--- src/rtl/core/ecfr_pkg.sv ---
// ----------------------------------------------------------------------------
// ecfr_pkg
// shared types, constants and the crc step for the escaped crc frame receiver
// ----------------------------------------------------------------------------
`default_nettype none

package ecfr_pkg;

  localparam int unsigned TOK_DEPTH = 4;
  localparam int unsigned TOK_PTR_W = $clog2(TOK_DEPTH);
  localparam int unsigned TOK_CNT_W = TOK_PTR_W + 1;

  localparam logic [7:0]  START_RESET  = 8'hFD;
  localparam logic [7:0]  ESCAPE_RESET = 8'hFC;
  localparam logic [15:0] POLY_RESET   = 16'h8005;
  localparam logic [15:0] CRC_INIT     = 16'hFFFF;
  localparam logic [7:0]  ESC_BIT      = 8'h80;

  typedef enum logic [2:0] {
    KIND_BYTE  = 3'd0,
    KIND_GOOD  = 3'd1,
    KIND_BAD   = 3'd2,
    KIND_DROP  = 3'd3,
    KIND_EMPTY = 3'd4
  } kind_t;

  typedef enum logic [1:0] {
    CFG_START  = 2'd0,
    CFG_ESCAPE = 2'd1,
    CFG_POLY   = 2'd2
  } cfg_index_t;

  // classified, de-escaped byte headed for the frame parser
  typedef struct packed {
    logic       is_start;
    logic [7:0] value;
  } token_t;

  typedef struct packed {
    kind_t       kind;
    logic [7:0]  data;
    logic [15:0] length;
  } result_t;

  // msb-first crc-16 over one byte
  function automatic logic [15:0] crc_byte(input logic [15:0] crc_in,
                                           input logic [7:0]  v,
                                           input logic [15:0] poly);
    logic [15:0] crc;
    logic        top;
    crc = crc_in;
    for (int k = 0; k < 8; k++) begin
      top = crc[15] ^ v[7 - k];
      crc = {crc[14:0], 1'b0};
      if (top) begin
        crc = crc ^ poly;
      end
    end
    return crc;
  endfunction

endpackage

`default_nettype wire

--- src/rtl/core/ecfr_front.sv ---
// ----------------------------------------------------------------------------
// ecfr_front
// classifies raw bytes: start bytes, escapes and de-escaped data bytes
// ----------------------------------------------------------------------------
`default_nettype none

module ecfr_front (
  input  wire logic            clk,
  input  wire logic            rst,
  input  wire logic            accept,
  input  wire logic [7:0]      rx_byte,
  input  wire logic [7:0]      start_char,
  input  wire logic [7:0]      escape_char,
  output      logic            tok_wr,
  output      ecfr_pkg::token_t tok
);
  import ecfr_pkg::*;

  logic esc_pending;
  logic esc_pending_next;
  logic is_start;
  logic is_esc;

  assign is_start = (rx_byte == start_char);
  assign is_esc   = !is_start && (rx_byte == escape_char);

  // escape bytes are swallowed here, the following byte carries bit 7
  assign tok_wr       = accept && !is_esc;
  assign tok.is_start = is_start;
  assign tok.value    = (esc_pending && !is_start) ? (rx_byte | ESC_BIT) : rx_byte;

  always_comb begin
    esc_pending_next = esc_pending;
    if (accept) begin
      esc_pending_next = is_esc;
    end
  end

  always_ff @(posedge clk) begin
    if (rst) begin
      esc_pending <= 1'b0;
    end else begin
      esc_pending <= esc_pending_next;
    end
  end

endmodule

`default_nettype wire

--- src/rtl/core/ecfr_tok_fifo.sv ---
// ----------------------------------------------------------------------------
// ecfr_tok_fifo
// short token queue between the classifier and the frame parser
// ----------------------------------------------------------------------------
`default_nettype none

module ecfr_tok_fifo (
  input  wire logic             clk,
  input  wire logic             rst,
  input  wire logic             wr_en,
  input  wire ecfr_pkg::token_t wr_data,
  input  wire logic             rd_en,
  output      ecfr_pkg::token_t rd_data,
  output      logic             empty,
  output      logic             full
);
  import ecfr_pkg::*;

  token_t               mem [TOK_DEPTH];
  logic [TOK_PTR_W-1:0] wr_ptr;
  logic [TOK_PTR_W-1:0] rd_ptr;
  logic [TOK_CNT_W-1:0] count;
  logic                 do_wr;
  logic                 do_rd;

  assign empty   = (count == TOK_CNT_W'(0));
  assign full    = (count == TOK_CNT_W'(TOK_DEPTH));
  assign do_wr   = wr_en && !full;
  assign do_rd   = rd_en && !empty;
  assign rd_data = mem[rd_ptr];

  always_ff @(posedge clk) begin
    if (do_wr) begin
      mem[wr_ptr] <= wr_data;
    end
  end

  always_ff @(posedge clk) begin
    if (rst) begin
      wr_ptr <= '0;
      rd_ptr <= '0;
      count  <= '0;
    end else begin
      if (do_wr) begin
        wr_ptr <= wr_ptr + TOK_PTR_W'(1);
      end
      if (do_rd) begin
        rd_ptr <= rd_ptr + TOK_PTR_W'(1);
      end
      if (do_wr && !do_rd) begin
        count <= count + TOK_CNT_W'(1);
      end else if (do_rd && !do_wr) begin
        count <= count - TOK_CNT_W'(1);
      end
    end
  end

  a_cnt_bound: assert property (@(posedge clk) disable iff (rst)
    count <= TOK_CNT_W'(TOK_DEPTH))
    else $error("token queue count out of range");

  a_ptr_gap: assert property (@(posedge clk) disable iff (rst)
    (wr_ptr - rd_ptr) == count[TOK_PTR_W-1:0])
    else $error("token queue pointers disagree with count");

  a_full_hold: assert property (@(posedge clk) disable iff (rst)
    (full && !rd_en) |=> full)
    else $error("token queue lost an entry while full");

endmodule

`default_nettype wire

--- src/rtl/core/ecfr_back.sv ---
// ----------------------------------------------------------------------------
// ecfr_back
// frame parser: header length, running crc, frame end report, result buffer
// ----------------------------------------------------------------------------
`default_nettype none

module ecfr_back (
  input  wire logic              clk,
  input  wire logic              rst,
  input  wire logic [15:0]       crc_poly,
  input  wire logic              tok_valid,
  input  wire ecfr_pkg::token_t  tok,
  output      logic              tok_rd,
  input  wire logic              res_pop,
  output      logic              res_empty,
  output      ecfr_pkg::result_t res
);
  import ecfr_pkg::*;

  // parser state
  logic        in_frame,  in_frame_next;
  logic [16:0] pos,       pos_next;
  logic [15:0] exp_len,   exp_len_next;
  logic [15:0] crc,       crc_next;
  logic [7:0]  crc_hi,    crc_hi_next;

  // two-entry result buffer
  result_t     ent [2];
  logic        rd_ptr;
  logic [1:0]  res_cnt;
  logic        wr_idx;
  logic        do_pop;

  logic        emit;
  result_t     emit_res;
  logic [16:0] len_plus2;
  logic [15:0] crc_upd;

  assign res_empty = (res_cnt == 2'd0);
  assign do_pop    = res_pop && !res_empty;
  assign res       = ent[rd_ptr];
  assign tok_rd    = tok_valid && ((res_cnt != 2'd2) || do_pop);
  assign wr_idx    = rd_ptr ^ (res_cnt == 2'd1);
  assign len_plus2 = {1'b0, exp_len} + 17'd2;
  assign crc_upd   = crc_byte(crc, tok.value, crc_poly);

  always_comb begin
    in_frame_next = in_frame;
    pos_next      = pos;
    exp_len_next  = exp_len;
    crc_next      = crc;
    crc_hi_next   = crc_hi;
    emit          = 1'b0;
    emit_res      = '{kind: KIND_BYTE, data: 8'd0, length: 16'd0};
    if (tok_rd) begin
      if (tok.is_start) begin
        if (in_frame) begin
          emit     = 1'b1;
          emit_res = '{kind: KIND_DROP, data: 8'd0, length: exp_len};
        end
        in_frame_next = 1'b1;
        pos_next      = '0;
        exp_len_next  = '0;
        crc_next      = CRC_INIT;
        crc_hi_next   = '0;
      end else if (in_frame) begin
        if (pos == 17'd0) begin
          exp_len_next = {tok.value, 8'd0};
          crc_next     = crc_upd;
          pos_next     = 17'd1;
        end else if (pos == 17'd1) begin
          exp_len_next = {exp_len[15:8], tok.value};
          crc_next     = crc_upd;
          pos_next     = 17'd2;
        end else if (pos < len_plus2) begin
          crc_next = crc_upd;
          pos_next = pos + 17'd1;
          emit     = 1'b1;
          emit_res = '{kind: KIND_BYTE, data: tok.value, length: 16'd0};
        end else if (pos == len_plus2) begin
          crc_hi_next = tok.value;
          pos_next    = pos + 17'd1;
        end else begin
          // second crc byte closes the frame
          emit = 1'b1;
          emit_res.length = exp_len;
          if (exp_len == 16'd0) begin
            emit_res.kind = KIND_EMPTY;
          end else if (crc_hi == crc[15:8] && tok.value == crc[7:0]) begin
            emit_res.kind = KIND_GOOD;
          end else begin
            emit_res.kind = KIND_BAD;
          end
          in_frame_next = 1'b0;
          pos_next      = '0;
        end
      end
    end
  end

  always_ff @(posedge clk) begin
    if (rst) begin
      in_frame <= 1'b0;
      pos      <= '0;
      exp_len  <= '0;
      crc      <= CRC_INIT;
      crc_hi   <= '0;
    end else begin
      in_frame <= in_frame_next;
      pos      <= pos_next;
      exp_len  <= exp_len_next;
      crc      <= crc_next;
      crc_hi   <= crc_hi_next;
    end
  end

  always_ff @(posedge clk) begin
    if (emit) begin
      ent[wr_idx] <= emit_res;
    end
  end

  always_ff @(posedge clk) begin
    if (rst) begin
      rd_ptr  <= 1'b0;
      res_cnt <= 2'd0;
    end else begin
      if (do_pop) begin
        rd_ptr <= ~rd_ptr;
      end
      if (emit && !do_pop) begin
        res_cnt <= res_cnt + 2'd1;
      end else if (do_pop && !emit) begin
        res_cnt <= res_cnt - 2'd1;
      end
    end
  end

  a_res_bound: assert property (@(posedge clk) disable iff (rst)
    res_cnt <= 2'd2)
    else $error("result buffer overflow");

  a_hunt_pos: assert property (@(posedge clk) disable iff (rst)
    !in_frame |-> (pos == 17'd0))
    else $error("frame position nonzero while hunting");

  a_pos_bound: assert property (@(posedge clk) disable iff (rst)
    in_frame |-> (pos <= ({1'b0, exp_len} + 17'd3)))
    else $error("frame position beyond crc trailer");

  a_end_hunt: assert property (@(posedge clk) disable iff (rst)
    (emit && (emit_res.kind == KIND_GOOD || emit_res.kind == KIND_BAD ||
              emit_res.kind == KIND_EMPTY)) |=> !in_frame)
    else $error("parser still in frame after frame end");

endmodule

`default_nettype wire

--- src/rtl/core/escaped_crc_frame_receiver_core.sv ---
// ----------------------------------------------------------------------------
// escaped_crc_frame_receiver_core
// byte-stuffed frame receiver with crc-16 check, one raw byte per beat
// ----------------------------------------------------------------------------
//  channel   handshake          payload
//  -------   ----------------   ----------------------------------
//  input     push / full        rx_byte
//  result    empty / pop        kind, data, frame_length
//  config    wr_en              wr_index, wr_data (start, escape, poly)
//
//  one input beat per cycle sustained while full is low; a byte taken sits in
//  the token queue, is parsed from there into the result buffer, and any
//  result it yields is on the result ports from then on, ready to be popped
//  the unrolled 8-bit crc step in the parser sets the cycle time
//  rst is synchronous: hunting for a start byte, config back to 0xfd/0xfc/0x8005
//  a stalled result side fills the two-entry result buffer, then the
//  four-entry token queue, and only then raises full
// ----------------------------------------------------------------------------
`default_nettype none

module escaped_crc_frame_receiver_core (
  input  wire logic            clk,
  input  wire logic            rst,
  // input beats
  input  wire logic            push,
  output      logic            full,
  input  wire logic [7:0]      rx_byte,
  // result beats
  output      logic            empty,
  input  wire logic            pop,
  output      logic [2:0]      kind,
  output      logic [7:0]      data,
  output      logic [15:0]     frame_length,
  // configuration writes
  input  wire logic            wr_en,
  input  wire logic [1:0]      wr_index,
  input  wire logic [15:0]     wr_data
);
  import ecfr_pkg::*;

  // configuration registers
  logic [7:0]  start_char;
  logic [7:0]  escape_char;
  logic [15:0] crc_poly;

  // front to queue
  logic    accept;
  logic    tok_wr;
  token_t  tok_in;

  // queue to parser
  token_t  tok_out;
  logic    tok_empty;
  logic    tok_rd;

  result_t res;

  always_ff @(posedge clk) begin
    if (rst) begin
      start_char  <= START_RESET;
      escape_char <= ESCAPE_RESET;
      crc_poly    <= POLY_RESET;
    end else if (wr_en) begin
      case (wr_index)
        CFG_START:  start_char  <= wr_data[7:0];
        CFG_ESCAPE: escape_char <= wr_data[7:0];
        CFG_POLY:   crc_poly    <= wr_data;
        default: ; // unused index, write dropped
      endcase
    end
  end

  assign accept = push && !full;

  // classify and de-escape incoming bytes
  ecfr_front u_front (
    .clk         (clk),
    .rst         (rst),
    .accept      (accept),
    .rx_byte     (rx_byte),
    .start_char  (start_char),
    .escape_char (escape_char),
    .tok_wr      (tok_wr),
    .tok         (tok_in)
  );

  // decouples the classifier from the parser
  ecfr_tok_fifo u_tok_fifo (
    .clk     (clk),
    .rst     (rst),
    .wr_en   (tok_wr),
    .wr_data (tok_in),
    .rd_en   (tok_rd),
    .rd_data (tok_out),
    .empty   (tok_empty),
    .full    (full)
  );

  // frame parser, crc and result buffer
  ecfr_back u_back (
    .clk       (clk),
    .rst       (rst),
    .crc_poly  (crc_poly),
    .tok_valid (!tok_empty),
    .tok       (tok_out),
    .tok_rd    (tok_rd),
    .res_pop   (pop),
    .res_empty (empty),
    .res       (res)
  );

  assign kind         = res.kind;
  assign data         = res.data;
  assign frame_length = res.length;

endmodule

`default_nettype wire

--- config.mk ---
export PLATFORM = sky130hd
export DESIGN_NAME = escaped_crc_frame_receiver_core
export DESIGN_NICKNAME = d
export VERILOG_FILES = /design/src/rtl/core/ecfr_pkg.sv /design/src/rtl/core/ecfr_front.sv /design/src/rtl/core/ecfr_tok_fifo.sv /design/src/rtl/core/ecfr_back.sv /design/src/rtl/core/escaped_crc_frame_receiver_core.sv
export SDC_FILE = /design/constraint.sdc
export NUM_CORES = 1
export LEC_CHECK = 0
export BUFFER_PORTS_ARGS = -buffer_cell sky130_fd_sc_hd__buf_2
export CAP_MARGIN = 15
export CORE_AREA = 2 2 214 216
export DETAILED_ROUTE_END_ITERATION = 12
export DIE_AREA = 0 0 216 218
export PLACE_DENSITY = 0.51
export SYNTH_ARGS = -nofsm -noshare
export SYNTH_HDL_FRONTEND = slang
export SYNTH_SLANG_ARGS = --single-unit
--- constraint.sdc ---
create_clock -name clk -period 7.4 [get_ports clk]
set_clock_uncertainty 0.1 [all_clocks]
set_input_delay 0.37 -clock clk [delete_from_list [all_inputs] [get_ports clk]]
set_output_delay 0.37 -clock clk [all_outputs]
set_load 0.02 [all_outputs]
==> impl_metrics.csv <==
group,metric,value,unit
clocking,cts_buffers,17,
yosys,synth.area.top_cells,"edfxtp_1, dfxtp_1, xnor2_1, xor2_1, nand2_1",
clocking,clk_latency,0.46,ns
clocking,postCtsHoldBufs,0,
floorplan,die_w,216,µm
setup_path,start_kind,"flop",
floorplan,io_pins,60,
layout,nFillCells,4705,
hold_path,hp-class,"in -> reg",
route,drc,0,
route,vias_per_cell,5.264,
power_and_ir_drop,worst_ir_drop_vdd,0.2488,mV
setup_path,cp_max_fo,21,
yosys,syn_inst,1272,
route,vias,10030,
timing,maxSlewHeadroom,24.66,%
grt,grt_max_degree,53,
layout,layout-drive-gt1-share,13.65,%
yosys,ys_ff_latch,194,
layout,areaGrowthSynthToFinish,12.36,%
floorplan,die-area,0.04709,mm²
yosys,synth_warnings,0,
yosys,async_flop_share,0,%
timing,worst_pin_slew,1.121,ns
job,drv_cap,0,
yosys,synth-edff-count,90,
yosys,synth_largest_area_cell,"edfxtp_1",
grt,grtUsageTotal,14.88,%
layout,fin_nets,1353,
floorplan,fp-row-count,78,
layout,postLayoutCoreUtil,29.92,%
clocking,clockRootBuffer,"clkbuf_16",
setup_path,end_kind,"flop",
floorplan,initial_utilization,26.63,%
grt,grt_pass1_vias,9618,
route,drt_iter0_drc,869,
yosys,netlist.area_leader.share,22.60,%
layout,fin_cells,1905,
timing,min_period,5.987,ns
route,wire_per_inst,18.36,µm
yosys,synthesis.nets,1334,
route,first_pass_iters,7,
layout,final_common_cell,"nand2_1",
clocking,cts_setup_buffers,0,
layout,layout_common_cells,"nand2_1, dfxtp_1, edfxtp_1",
clocking,clk_pin_slew,0.08,ns
clocking,post_cts_resized,0,
placed_design,routabilityCongestion,0.8887,
timing,setup_viol,0,
setup_path,crit_required,7.63,ns
yosys,syn_area,0.01196,mm²
yosys,synthFlopType,"dfxtp_1",
clocking,htreeDepth,4,
hold_path,whs_path_depth,3,
placed_design,io_buffers,59,
setup_path,reg2reg_depth,13,
placed_design,dp_cells,1870,
status,outcome,"finished, final reports clean",
placed_design,dp_hpwl,24.84,mm
timing,post-route-period-util,80.91,%
timing,setup_tns,0,ns
timing,slew_violations,0,
timing,grt_setup_unrepaired,"false",
clocking,cts_tree,"built",
power_and_ir_drop,powerDensity,373.3,mW/mm²
power_and_ir_drop,p_leak,4.622,nW
yosys,syn_avg_cell_area,9.400,µm²
clocking,clock_path_buffers,2,
route,drt_wl_total,34.98,mm
setup_path,crit_path_max_incr_delay,0.75,ns
setup_path,worstSetupPathType,"reg -> reg",
yosys,synth.distinct_cells,83,
grt,grt_first_pass_wirelength,55.21,mm
grt,overflow,0,
setup_path,slowest_stage,"a21oi_1",
yosys,yosysSeqAreaShare,40.02,%
timing,fmax,167.0,MHz
floorplan,fp.coreArea,0.04489,mm²
setup_path,crit_chain,"buf_4 -> mux4_2 -> xnor2_1 -> or3_1 -> a21oi_2 -> nor3_1 -> or4_4 -> a21oi_1 -> o21ai_0 -> xnor2_1 -> or4_4 -> a2111oi_0 -> nor3_1",
route,ant_nets,0,
clocking,cts.sinks,194,
setup_path,crit_arrival,6.22,ns
floorplan,die_y,218,µm
grt,antenna_found_initial,0,
timing,hold_violations,0,
==> layer usage <==
metal	GRT usage [%]	part of all wire, %	vias to the layer above
met5	0	0	-
met4	4.635	2.6	0
met3	2.859	5.4	55
met2	24.05	46	301
met1	20.07	46	4894
li1	-	-	4778
==> worst max-delay path: cells and delay by family, from the launching register on <==
| family | cells | cell delay (ns) |
|---|---|---|
| and+or+nand+nor | 5 | 2.05 |
| buffers and inverters | 1 | 0.28 |
| muxes | 1 | 0.66 |
| DFF | 1 | 0.54 |
| xor gates and xnor gates | 2 | 0.51 |
| AOI/OAI and AO/OA | 4 | 1.70 |
==> worst paths after layout <==
| path | start | end | slack (ns) |
|---|---|---|---|
| max reg2reg | flop | u_back.crc[6]$_SDFFE_PP1P_ | 1.41 |
| min reg2reg | escape_char[0]$_SDFFE_PP0P_ | escape_char[0]$_SDFFE_PP0P_ | 0.37 |
| min | wr_data[9] | crc_poly[9]$_SDFFE_PP0P_ | 0.05 |
| max | flop | u_back.crc[6]$_SDFFE_PP1P_ | 1.41 |
==> cells by family after synthesis <==
family          after synthesis  synth area share, %
simple gates                467                20.42
buf+inv                     113                3.872
flops                       194                40.02
xor+xnor                    133                9.858
compound gates              272                16.08
fa+ha+maj                    31                3.307
mux                          62                6.446
==> power by group <==
group          switching, mW  internal, mW  total, mW
combinational           1.79         0.941       2.73
clock                  0.448         0.505      0.953
sequential             0.103          1.23       1.33
==> state kept, by name, indices dropped and copies added (netlist names), 16 cells and up, named ones only <==
signal	count
crc_poly	16
u_back.crc	16
u_back.ent	54
u_back.exp_len	16
u_back.pos	17
u_tok_fifo.mem	36
==> synth_stat cells, types with 18 or more instances <==
cell	n
nor3_1	33
a31oi_1	21
and3_1	26
and2_1	30
mux2_2	34
o21ai_0	30
mux2i_1	18
xnor2_1	72
nand2_1	132
edfxtp_1	90
and4_1	27
nand4_1	23
ha_1	30
a21oi_1	59
nor4_1	26
nor2_1	79
dfxtp_1	104
nand3_1	45
xor2_1	60
inv_1	30
clkbuf_1	62
==> layout make-up <==
class,count,area (µm²),area share [%]
tap,600,750.7,5.588
sequential,194,4785,35.62
multi-input combinational,965,6723,50.04
clock buffer,22,475.5,3.539
clock inverter,10,120.1,0.8941
inverter,32,120.1,0.8941
timing repair buffer,81,457.9,3.409
antenna,1,2.502,0.01863
==> per-stage QoR <==
| step | hold slack [ns] | setup slack, ns | total power [mW] | instance area (µm²) |
|---|---|---|---|---|
| after floorplan | 0.3452 | 2.846 | 3.362 | 11960 |
| after global placement | 0.3548 | 1.348 | 3.996 | 12820 |
| after detailed placement | 0.3592 | 1.082 | 4.028 | 12820 |
| after CTS | 0.03276 | 1.091 | 4.990 | 13420 |
| after global routing | 0.03742 | 0.8907 | 5.337 | 13430 |
| final | 0.05019 | 1.413 | 5.015 | 13430 |
Note: power is estimated with default switching activity, not from simulation.
